**src/sv/mxt_pkg.sv**
```systemverilog
package mxt_pkg;

    localparam int unsigned CFG_IDX_W = 2;

    localparam logic [CFG_IDX_W-1:0] CFG_FIX_CHECKSUMS  = 2'd0;
    localparam logic [CFG_IDX_W-1:0] CFG_INITIAL_KEY    = 2'd1;
    localparam logic [CFG_IDX_W-1:0] CFG_MARKER_PATTERN = 2'd2;

    localparam logic        RST_FIX_CHECKSUMS  = 1'b0;
    localparam logic [7:0]  RST_INITIAL_KEY    = 8'd37;
    localparam logic [23:0] RST_MARKER_PATTERN = 24'd5458776;

    typedef enum logic [1:0] {
        PHASE_LEN_LO,
        PHASE_LEN_HI,
        PHASE_BODY
    } phase_t;

    typedef struct packed {
        logic [7:0] data;
        logic       enc;
        logic       load;
        logic       last;
    } raw_word_t;

endpackage

```
**src/sv/marker_xor_tap_checksum_stream.sv**
```systemverilog
// Order: a word released by an accepted input word passes the burst buffer and then the
// output register of the tap; the marker look-ahead holds the two most recent words, so
// output trails input by two words.
// Throughput: one word per cycle while the output accepts; an end-of-file word flushes up
// to three words through the three-word burst buffer, and the input stalls meanwhile.
// Reset: rst_n is asynchronous, active low; it clears the stream state and loads the
// register defaults (checksum fix off, key 37, marker "SKX").
module marker_xor_tap_checksum_stream (
    input  logic        clk,
    input  logic        rst_n,
    input  logic        s_tvalid,
    output logic        s_tready,
    input  logic [7:0]  s_tdata,   // [7:0] data_byte
    input  logic        s_tlast,   // end_of_file
    output logic        m_tvalid,
    input  logic        m_tready,
    output logic [7:0]  m_tdata,   // [7:0] out_byte
    output logic        m_tlast,   // out_last
    output logic [1:0]  m_tuser,   // [0] marker_found, [1] checksum_changed
    input  logic        cfg_valid,
    output logic        cfg_ready,
    input  logic [mxt_pkg::CFG_IDX_W-1:0] cfg_index,
    input  logic [23:0] cfg_data
);
    import mxt_pkg::*;

    logic        fix_reg;
    logic [7:0]  key_reg;
    logic [23:0] marker_reg;

    logic        raw_valid;
    logic        raw_ready;
    raw_word_t   raw;

    assign cfg_ready = 1'b1;

    always_ff @(posedge clk or negedge rst_n)
    begin
        if (!rst_n)
        begin
            fix_reg    <= RST_FIX_CHECKSUMS;
            key_reg    <= RST_INITIAL_KEY;
            marker_reg <= RST_MARKER_PATTERN;
        end
        else if (cfg_valid)
        begin
            case (cfg_index)
                CFG_FIX_CHECKSUMS:  fix_reg    <= cfg_data[0];
                CFG_INITIAL_KEY:    key_reg    <= cfg_data[7:0];
                CFG_MARKER_PATTERN: marker_reg <= cfg_data;
                default:            fix_reg    <= fix_reg;
            endcase
        end
    end

    mxt_window u_window (
        .clk       (clk),
        .rst_n     (rst_n),
        .s_valid   (s_tvalid),
        .s_ready   (s_tready),
        .s_data    (s_tdata),
        .s_last    (s_tlast),
        .marker    (marker_reg),
        .raw_valid (raw_valid),
        .raw_ready (raw_ready),
        .raw       (raw)
    );

    mxt_tap u_tap (
        .clk       (clk),
        .rst_n     (rst_n),
        .raw_valid (raw_valid),
        .raw_ready (raw_ready),
        .raw       (raw),
        .fix       (fix_reg),
        .init_key  (key_reg),
        .m_valid   (m_tvalid),
        .m_ready   (m_tready),
        .m_data    (m_tdata),
        .m_last    (m_tlast),
        .m_user    (m_tuser)
    );

endmodule

```
**src/sv/mxt_window.sv**
```systemverilog
module mxt_window (
    input  logic              clk,
    input  logic              rst_n,
    input  logic              s_valid,
    output logic              s_ready,
    input  logic [7:0]        s_data,
    input  logic              s_last,
    input  logic [23:0]       marker,
    output logic              raw_valid,
    input  logic              raw_ready,
    output mxt_pkg::raw_word_t raw
);
    import mxt_pkg::*;

    logic [7:0] win_reg [2];
    logic [7:0] win_next [2];
    logic [1:0] fill_reg, fill_next;
    logic       encrypting_reg, encrypting_next;

    logic [7:0] burst_reg [3];
    logic [7:0] burst_next [3];
    logic [1:0] cnt_reg, cnt_next;
    logic       benc_reg, benc_next;
    logic       load_reg, load_next;
    logic       eof_reg, eof_next;

    logic drain;
    logic accept;
    logic match;
    logic enc_now;

    assign drain     = (cnt_reg != 2'd0) && raw_ready;
    assign s_ready   = (cnt_reg == 2'd0) || ((cnt_reg == 2'd1) && raw_ready);
    assign accept    = s_valid && s_ready;
    assign raw_valid = (cnt_reg != 2'd0);

    assign raw.data = burst_reg[0];
    assign raw.enc  = benc_reg;
    assign raw.load = load_reg;
    assign raw.last = eof_reg && (cnt_reg == 2'd1);

    assign match = (fill_reg == 2'd2) && !encrypting_reg
                   && (win_reg[0] == marker[23:16])
                   && (win_reg[1] == marker[15:8])
                   && (s_data == marker[7:0]);
    assign enc_now = encrypting_reg || match;

    always_comb
    begin
        win_next        = win_reg;
        fill_next       = fill_reg;
        encrypting_next = encrypting_reg;
        burst_next      = burst_reg;
        cnt_next        = cnt_reg;
        benc_next       = benc_reg;
        load_next       = load_reg;
        eof_next        = eof_reg;

        // advance the burst by one word
        if (drain)
        begin
            burst_next[0] = burst_reg[1];
            burst_next[1] = burst_reg[2];
            cnt_next      = cnt_reg - 2'd1;
            load_next     = 1'b0;
        end

        if (accept)
        begin
            if (!s_last)
            begin
                if (fill_reg == 2'd2)
                begin
                    burst_next[0]   = win_reg[0];
                    cnt_next        = 2'd1;
                    benc_next       = enc_now;
                    load_next       = match;
                    eof_next        = 1'b0;
                    win_next[0]     = win_reg[1];
                    win_next[1]     = s_data;
                    encrypting_next = enc_now;
                end
                else
                begin
                    win_next[fill_reg[0]] = s_data;
                    fill_next             = fill_reg + 2'd1;
                end
            end
            else
            begin
                case (fill_reg)
                    2'd0:
                    begin
                        burst_next[0] = s_data;
                        cnt_next      = 2'd1;
                    end
                    2'd1:
                    begin
                        burst_next[0] = win_reg[0];
                        burst_next[1] = s_data;
                        cnt_next      = 2'd2;
                    end
                    default:
                    begin
                        burst_next[0] = win_reg[0];
                        burst_next[1] = win_reg[1];
                        burst_next[2] = s_data;
                        cnt_next      = 2'd3;
                    end
                endcase
                benc_next       = enc_now;
                load_next       = match;
                eof_next        = 1'b1;
                // restart the stream
                fill_next       = 2'd0;
                encrypting_next = 1'b0;
                win_next[0]     = 8'd0;
                win_next[1]     = 8'd0;
            end
        end
    end

    always_ff @(posedge clk or negedge rst_n)
    begin
        if (!rst_n)
        begin
            win_reg[0]     <= 8'd0;
            win_reg[1]     <= 8'd0;
            fill_reg       <= 2'd0;
            encrypting_reg <= 1'b0;
            cnt_reg        <= 2'd0;
            benc_reg       <= 1'b0;
            load_reg       <= 1'b0;
            eof_reg        <= 1'b0;
        end
        else
        begin
            win_reg        <= win_next;
            fill_reg       <= fill_next;
            encrypting_reg <= encrypting_next;
            cnt_reg        <= cnt_next;
            benc_reg       <= benc_next;
            load_reg       <= load_next;
            eof_reg        <= eof_next;
        end
    end

    always_ff @(posedge clk)
    begin
        burst_reg <= burst_next;
    end

endmodule

```
**src/sv/mxt_tap.sv**
```systemverilog
module mxt_tap (
    input  logic               clk,
    input  logic               rst_n,
    input  logic               raw_valid,
    output logic               raw_ready,
    input  mxt_pkg::raw_word_t raw,
    input  logic               fix,
    input  logic [7:0]         init_key,
    output logic               m_valid,
    input  logic               m_ready,
    output logic [7:0]         m_data,
    output logic               m_last,
    output logic [1:0]         m_user
);
    import mxt_pkg::*;

    phase_t      phase_reg, phase_next;
    logic [15:0] len_reg, len_next;
    logic [15:0] rem_reg, rem_next;
    logic [7:0]  csum_reg, csum_next;
    logic [7:0]  key_reg, key_next;

    logic        mv_reg;
    logic [7:0]  od_reg;
    logic        olast_reg;
    logic        ofound_reg;
    logic        ochg_reg;

    logic        take;
    logic [7:0]  key_sel;
    logic [7:0]  b_enc;
    logic [15:0] len_full;
    logic        rem_end;
    logic [7:0]  byte_out;
    logic        changed;

    assign raw_ready = !mv_reg || m_ready;
    assign take      = raw_valid && raw_ready;

    assign key_sel  = raw.load ? init_key : key_reg;
    assign b_enc    = raw.enc ? (raw.data ^ key_sel) : raw.data;
    assign len_full = {b_enc, len_reg[7:0]};
    assign rem_end  = (rem_reg <= 16'd1);

    always_comb
    begin
        phase_next = phase_reg;
        case (phase_reg)
            PHASE_LEN_LO: phase_next = PHASE_LEN_HI;
            PHASE_LEN_HI: phase_next = (len_full == 16'd0) ? PHASE_LEN_LO : PHASE_BODY;
            PHASE_BODY:   phase_next = rem_end ? PHASE_LEN_LO : PHASE_BODY;
            default:      phase_next = PHASE_LEN_LO;
        endcase
        if (raw.last)
        begin
            phase_next = PHASE_LEN_LO;
        end
    end

    always_comb
    begin
        len_next  = len_reg;
        rem_next  = rem_reg;
        csum_next = csum_reg;
        byte_out  = b_enc;
        changed   = 1'b0;
        key_next  = raw.enc ? key_sel + 8'd1 : key_reg;
        case (phase_reg)
            PHASE_LEN_LO:
            begin
                len_next = {8'd0, b_enc};
            end
            PHASE_LEN_HI:
            begin
                len_next = len_full;
                if (len_full != 16'd0)
                begin
                    rem_next  = len_full;
                    csum_next = 8'd0;
                end
            end
            PHASE_BODY:
            begin
                if (rem_end)
                begin
                    if (fix && (len_reg > 16'd1))
                    begin
                        changed  = (b_enc != csum_reg);
                        byte_out = csum_reg;
                    end
                    rem_next = 16'd0;
                end
                else
                begin
                    csum_next = csum_reg ^ b_enc;
                    rem_next  = rem_reg - 16'd1;
                end
            end
            default:
            begin
                len_next = len_reg;
            end
        endcase
        if (raw.last)
        begin
            len_next  = 16'd0;
            rem_next  = 16'd0;
            csum_next = 8'd0;
        end
    end

    always_ff @(posedge clk or negedge rst_n)
    begin
        if (!rst_n)
        begin
            phase_reg <= PHASE_LEN_LO;
            len_reg   <= 16'd0;
            rem_reg   <= 16'd0;
            csum_reg  <= 8'd0;
            key_reg   <= RST_INITIAL_KEY;
            mv_reg    <= 1'b0;
        end
        else if (take)
        begin
            phase_reg <= phase_next;
            len_reg   <= len_next;
            rem_reg   <= rem_next;
            csum_reg  <= csum_next;
            key_reg   <= key_next;
            mv_reg    <= 1'b1;
        end
        else if (m_ready)
        begin
            mv_reg <= 1'b0;
        end
    end

    always_ff @(posedge clk)
    begin
        if (take)
        begin
            od_reg     <= byte_out;
            olast_reg  <= raw.last;
            ofound_reg <= raw.last && raw.enc;
            ochg_reg   <= changed;
        end
    end

    assign m_valid = mv_reg;
    assign m_data  = od_reg;
    assign m_last  = olast_reg;
    assign m_user  = {ochg_reg, ofound_reg};

endmodule

```
**config.mk**
```make
export PLATFORM = sky130hd
export DESIGN_NAME = marker_xor_tap_checksum_stream
export DESIGN_NICKNAME = d
export VERILOG_FILES = /design/src/sv/mxt_pkg.sv /design/src/sv/marker_xor_tap_checksum_stream.sv /design/src/sv/mxt_window.sv /design/src/sv/mxt_tap.sv
export SDC_FILE = /design/constraint.sdc
export NUM_CORES = 1
export LEC_CHECK = 0
export ABC_AREA = 0
export BUFFER_PORTS_ARGS = -buffer_cell sky130_fd_sc_hd__buf_2
export CAP_MARGIN = 25
export CELL_PAD_IN_SITES_DETAIL_PLACEMENT = 1
export CELL_PAD_IN_SITES_GLOBAL_PLACEMENT = 2
export CORE_MARGIN = 5
export CORE_UTILIZATION = 36
export DETAILED_ROUTE_END_ITERATION = 10
export GPL_TIMING_DRIVEN = 0
export PLACE_DENSITY = 0.85
export REMOVE_ABC_BUFFERS = 1
export SYNTH_ARGS = -nofsm -noshare
export SYNTH_HDL_FRONTEND = slang
export SYNTH_SLANG_ARGS = --single-unit
```
**constraint.sdc**
```tcl
create_clock -name clk -period 2.6 [get_ports clk]
set_clock_uncertainty 0.1 [all_clocks]
set_input_delay 0.52 -clock clk [delete_from_list [all_inputs] [get_ports clk]]
set_output_delay 0.52 -clock clk [all_outputs]
set_load 0.02 [all_outputs]
```
==> run_results.csv <==
group,metric,value,unit
outcome,status,"finished with violations",
outcome,failed_checks,"setup timing",
synthesis,ys_ff_latch,143,
critical_path,rr_worst_depth,9,
synthesis,ys.flop_type,"dfrtp_1",
synthesis,synth_area,7490,sq um
power,power.density,1240,nW/um^2
critical_path,max_stage_delay,480,ps
critical_path,crit_path_top_delay_cell,"or4b_4",
clocking,cts_buffers,17,
critical_path,r2r-end,"u_tap.rem_reg[10]",
critical_path,worstSetupStartpoint,"u_tap.rem_reg[0]",
place,hpwl,13.8,mm
min_path,min_path_type,"input port to flop",
drt,vias,5956,
cells_and_area,design_area,9270,sq um
clocking,clock_path_buffers,2,
synthesis,synthCells,718,
global_route,grt_pass1_wl,34.1,mm
timing,tightest_slew,894,ps
critical_path,worstPathRequired,2830,ps
place,io_buffers,52,
timing,setup_ws,-7.79,ps
synthesis,async_flop_share,75.5,%
critical_path,cpMostUsedCell,"o21ai_0",
synthesis,yosys.area.top_type,"dfrtp_1",
critical_path,cp_cell_sequence,"inv_1 > ha_2 > or4b_4 > or3_4 > nor2_1 > xnor2_1 > o21ai_0 > o21ai_0 > o21ai_0",
timing,setup_viol,1,
cells_and_area,fin_util,45.5,%
clocking,clock_sinks,143,
critical_path,critical-path-top-delay-family,"simple AND/OR/NAND/NOR gates",
die,row_count,52,
power,total_leakage_power,3.83,nW
timing,post-route-period-util,100,%
cells_and_area,diodes,0,
drt,detail-route-antenna-nets,0,
synthesis,avgSynthCellArea,10.4,sq um
critical_path,worstSetupEndpointType,"flop",
cells_and_area,stdcell_count,1075,
critical_path,timing.rr.start,"u_tap.rem_reg[0]",
synthesis,yosysWarningCount,0,
die,coreArea,20400,sq um
synthesis,yosys.area.top_type_share,30.4,%
job,max_cap_viol_count,0,
clocking,cts_tree,"done",
critical_path,rrSetupSlack,-8,ps
timing,max_freq,0.383,GHz
power,finalPower,11.5,mW
cells_and_area,nets,846,
clocking,clock_latency,430,ps
drt,viasPerCell,5.54,
die,die_w,154,microns
power,irDropWorstVdd,0.644,mV
synthesis,yosysUniqueCellTypes,62,
global_route,grt_usage,17.8,%
cells_and_area,largest_register_ff_count,24,
clocking,cts_root_buf,"clkbuf_16",
place,dpl_cell_area,7970,sq um
critical_path,crit_cells,9,
die,initial_utilization,36.8,%
die,die_area,23800,sq um
timing,drv_slew,0,
drt,drc_errors,0,
clocking,htree_levels,4,
global_route,grt_max_degree,73,
cells_and_area,drive_gt1_share,30.2,%
synthesis,ys_seq_area_share,48.3,%
critical_path,crit_end,"u_tap.rem_reg[10]",
drt,drtPass1Iterations,5,
drt,avgRoutedWirePerCell,20.1,microns
timing,hold_viol,0,
critical_path,criticalPathCategory,"flop to flop",
drt,drtIter0Drc,258,
timing,timing.final.crit_period,2610,ps
critical_path,cp-start-kind,"flop",
synthesis,synth_edf_count,19,
clocking,clk_pin_slew,60,ps
timing,relSlewSlack,40.0,%
critical_path,crit_fanout,6,
timing,timing.hold.ws,212,ps
critical_path,crit_arrival,2840,ps
die,fp.dieH,154,microns
cells_and_area,syn2layout_area_growth,23.7,%
synthesis,synthTopCellsByArea,"dfrtp_1, edfxtp_1, mux2_2, dfstp_2, dfxtp_1",
critical_path,path_buf_inv,1,
global_route,antenna_found_initial,0,
place,place_congestion,0.780,
cells_and_area,layout.cells.most_common_list,"dfrtp_1, buf_2, nand2_1",
timing,rsz0062_at_grt,"yes",
global_route,gr-total-overflow,0,
drt,wirelength,21.6,mm
cells_and_area,layout_commonest_cell,"dfrtp_1",
die,ios,54,
global_route,grt_pass1_vias,6306,
place,dp.cells,1010,
==> synthesized netlist by cell type, types with 3 or more instances <==
cell,n
nand2_1,52
and2_1,5
ha_1,14
or3_1,4
mux2i_1,21
xnor2_1,34
or4_1,3
buf_4,4
a22oi_1,36
mux2_2,44
inv_1,23
nor2b_1,7
xor2_1,21
edfxtp_1,19
nand2b_1,5
nor4_1,7
buf_2,3
nor3_1,7
clkbuf_1,20
nand4_1,4
buf_6,5
dfstp_2,17
a31oi_1,4
nand3_1,11
o22ai_1,26
and3_1,3
o21ai_0,57
o31ai_1,9
a21oi_1,46
a31o_2,3
dfxtp_1,16
o21ai_1,3
nor2_1,48
a22o_1,10
dfrtp_1,91
==> how the worst min path moves through the flow <==
stage,start,end,slack (ps),depth (start not counted)
final,cfg_data[19],marker_reg[19],210,2
after floorplan,rst_n,fix_reg,120,0
after global routing,cfg_data[16],marker_reg[16],200,2
after CTS,cfg_data[11],marker_reg[11],200,2
after detailed placement,rst_n,u_tap.rem_reg[12],340,1
after global placement,u_tap.key_reg[1],u_tap.key_reg[1],360,2
==> layout make-up <==
cell class | instances | area, sq um
flip-flops and latches | 143 | 3620
fillers | 2219 | 11100
clock buffers | 22 | 508
inverters | 24 | 116
repair buffers | 87 | 614
multi-input cells | 519 | 3970
well taps | 270 | 338
clock inverters | 10 | 95.1
==> metal layers <==
| layer | global-route usage, % | vias up | routed length [microns] |
|---|---|---|---|
| li1 | - | 2770 | - |
| met1 | 23.0 | 3026 | 9430 |
| met2 | 30.2 | 125 | 11100 |
| met3 | 3.80 | 35 | 724 |
| met4 | 5.47 | 0 | 397 |
| met5 | 0 | - | 0 |
==> worst reg2reg max path: cells and delay by family (launching register included) <==
| kind | cells | cell delay (ps) |
|---|---|---|
| fa+ha+maj | 1 | 210 |
| buf+inv | 1 | 120 |
| compound gates | 3 | 530 |
| simple gates | 3 | 1020 |
| xor+xnor | 1 | 80 |
| flops | 1 | 450 |
==> cells by family after synthesis <==
logic type | share of synthesized area (%)
AO/OA/AOI/OAI | 17.1
buffers and inverters | 3.66
XOR/XNOR | 6.43
other | 0.0501
flip-flops | 48.3
AND/OR/NAND/NOR | 12.3
adder cells (fa/ha/maj) | 2.34
multiplexers | 9.82
==> report_power, final <==
group | switching [mW] | internal, mW
logic | 2.83 | 2.19
clock network | 1.03 | 1.50
registers | 0.815 | 3.14
==> timing repair <==
item	4_1_cts	5_1_grt
setup endpoints to repair	73	52
gates resized for setup	31	50
pin swaps	7	15
hold endpoints to repair	30	0
buffers inserted	13	16
hold buffers	1	0
cloned	2	0
==> stage by stage <==
stage	TNS, ps	setup slack [ps]
after floorplan	-3370	-219
after global routing	-303	-104
after CTS	-46.1	-37.4
after global placement	-98920	-1090
final	-7.79	-7.79
after detailed placement	-34620	-1120
Note: power is estimated with default switching activity, not from simulation.
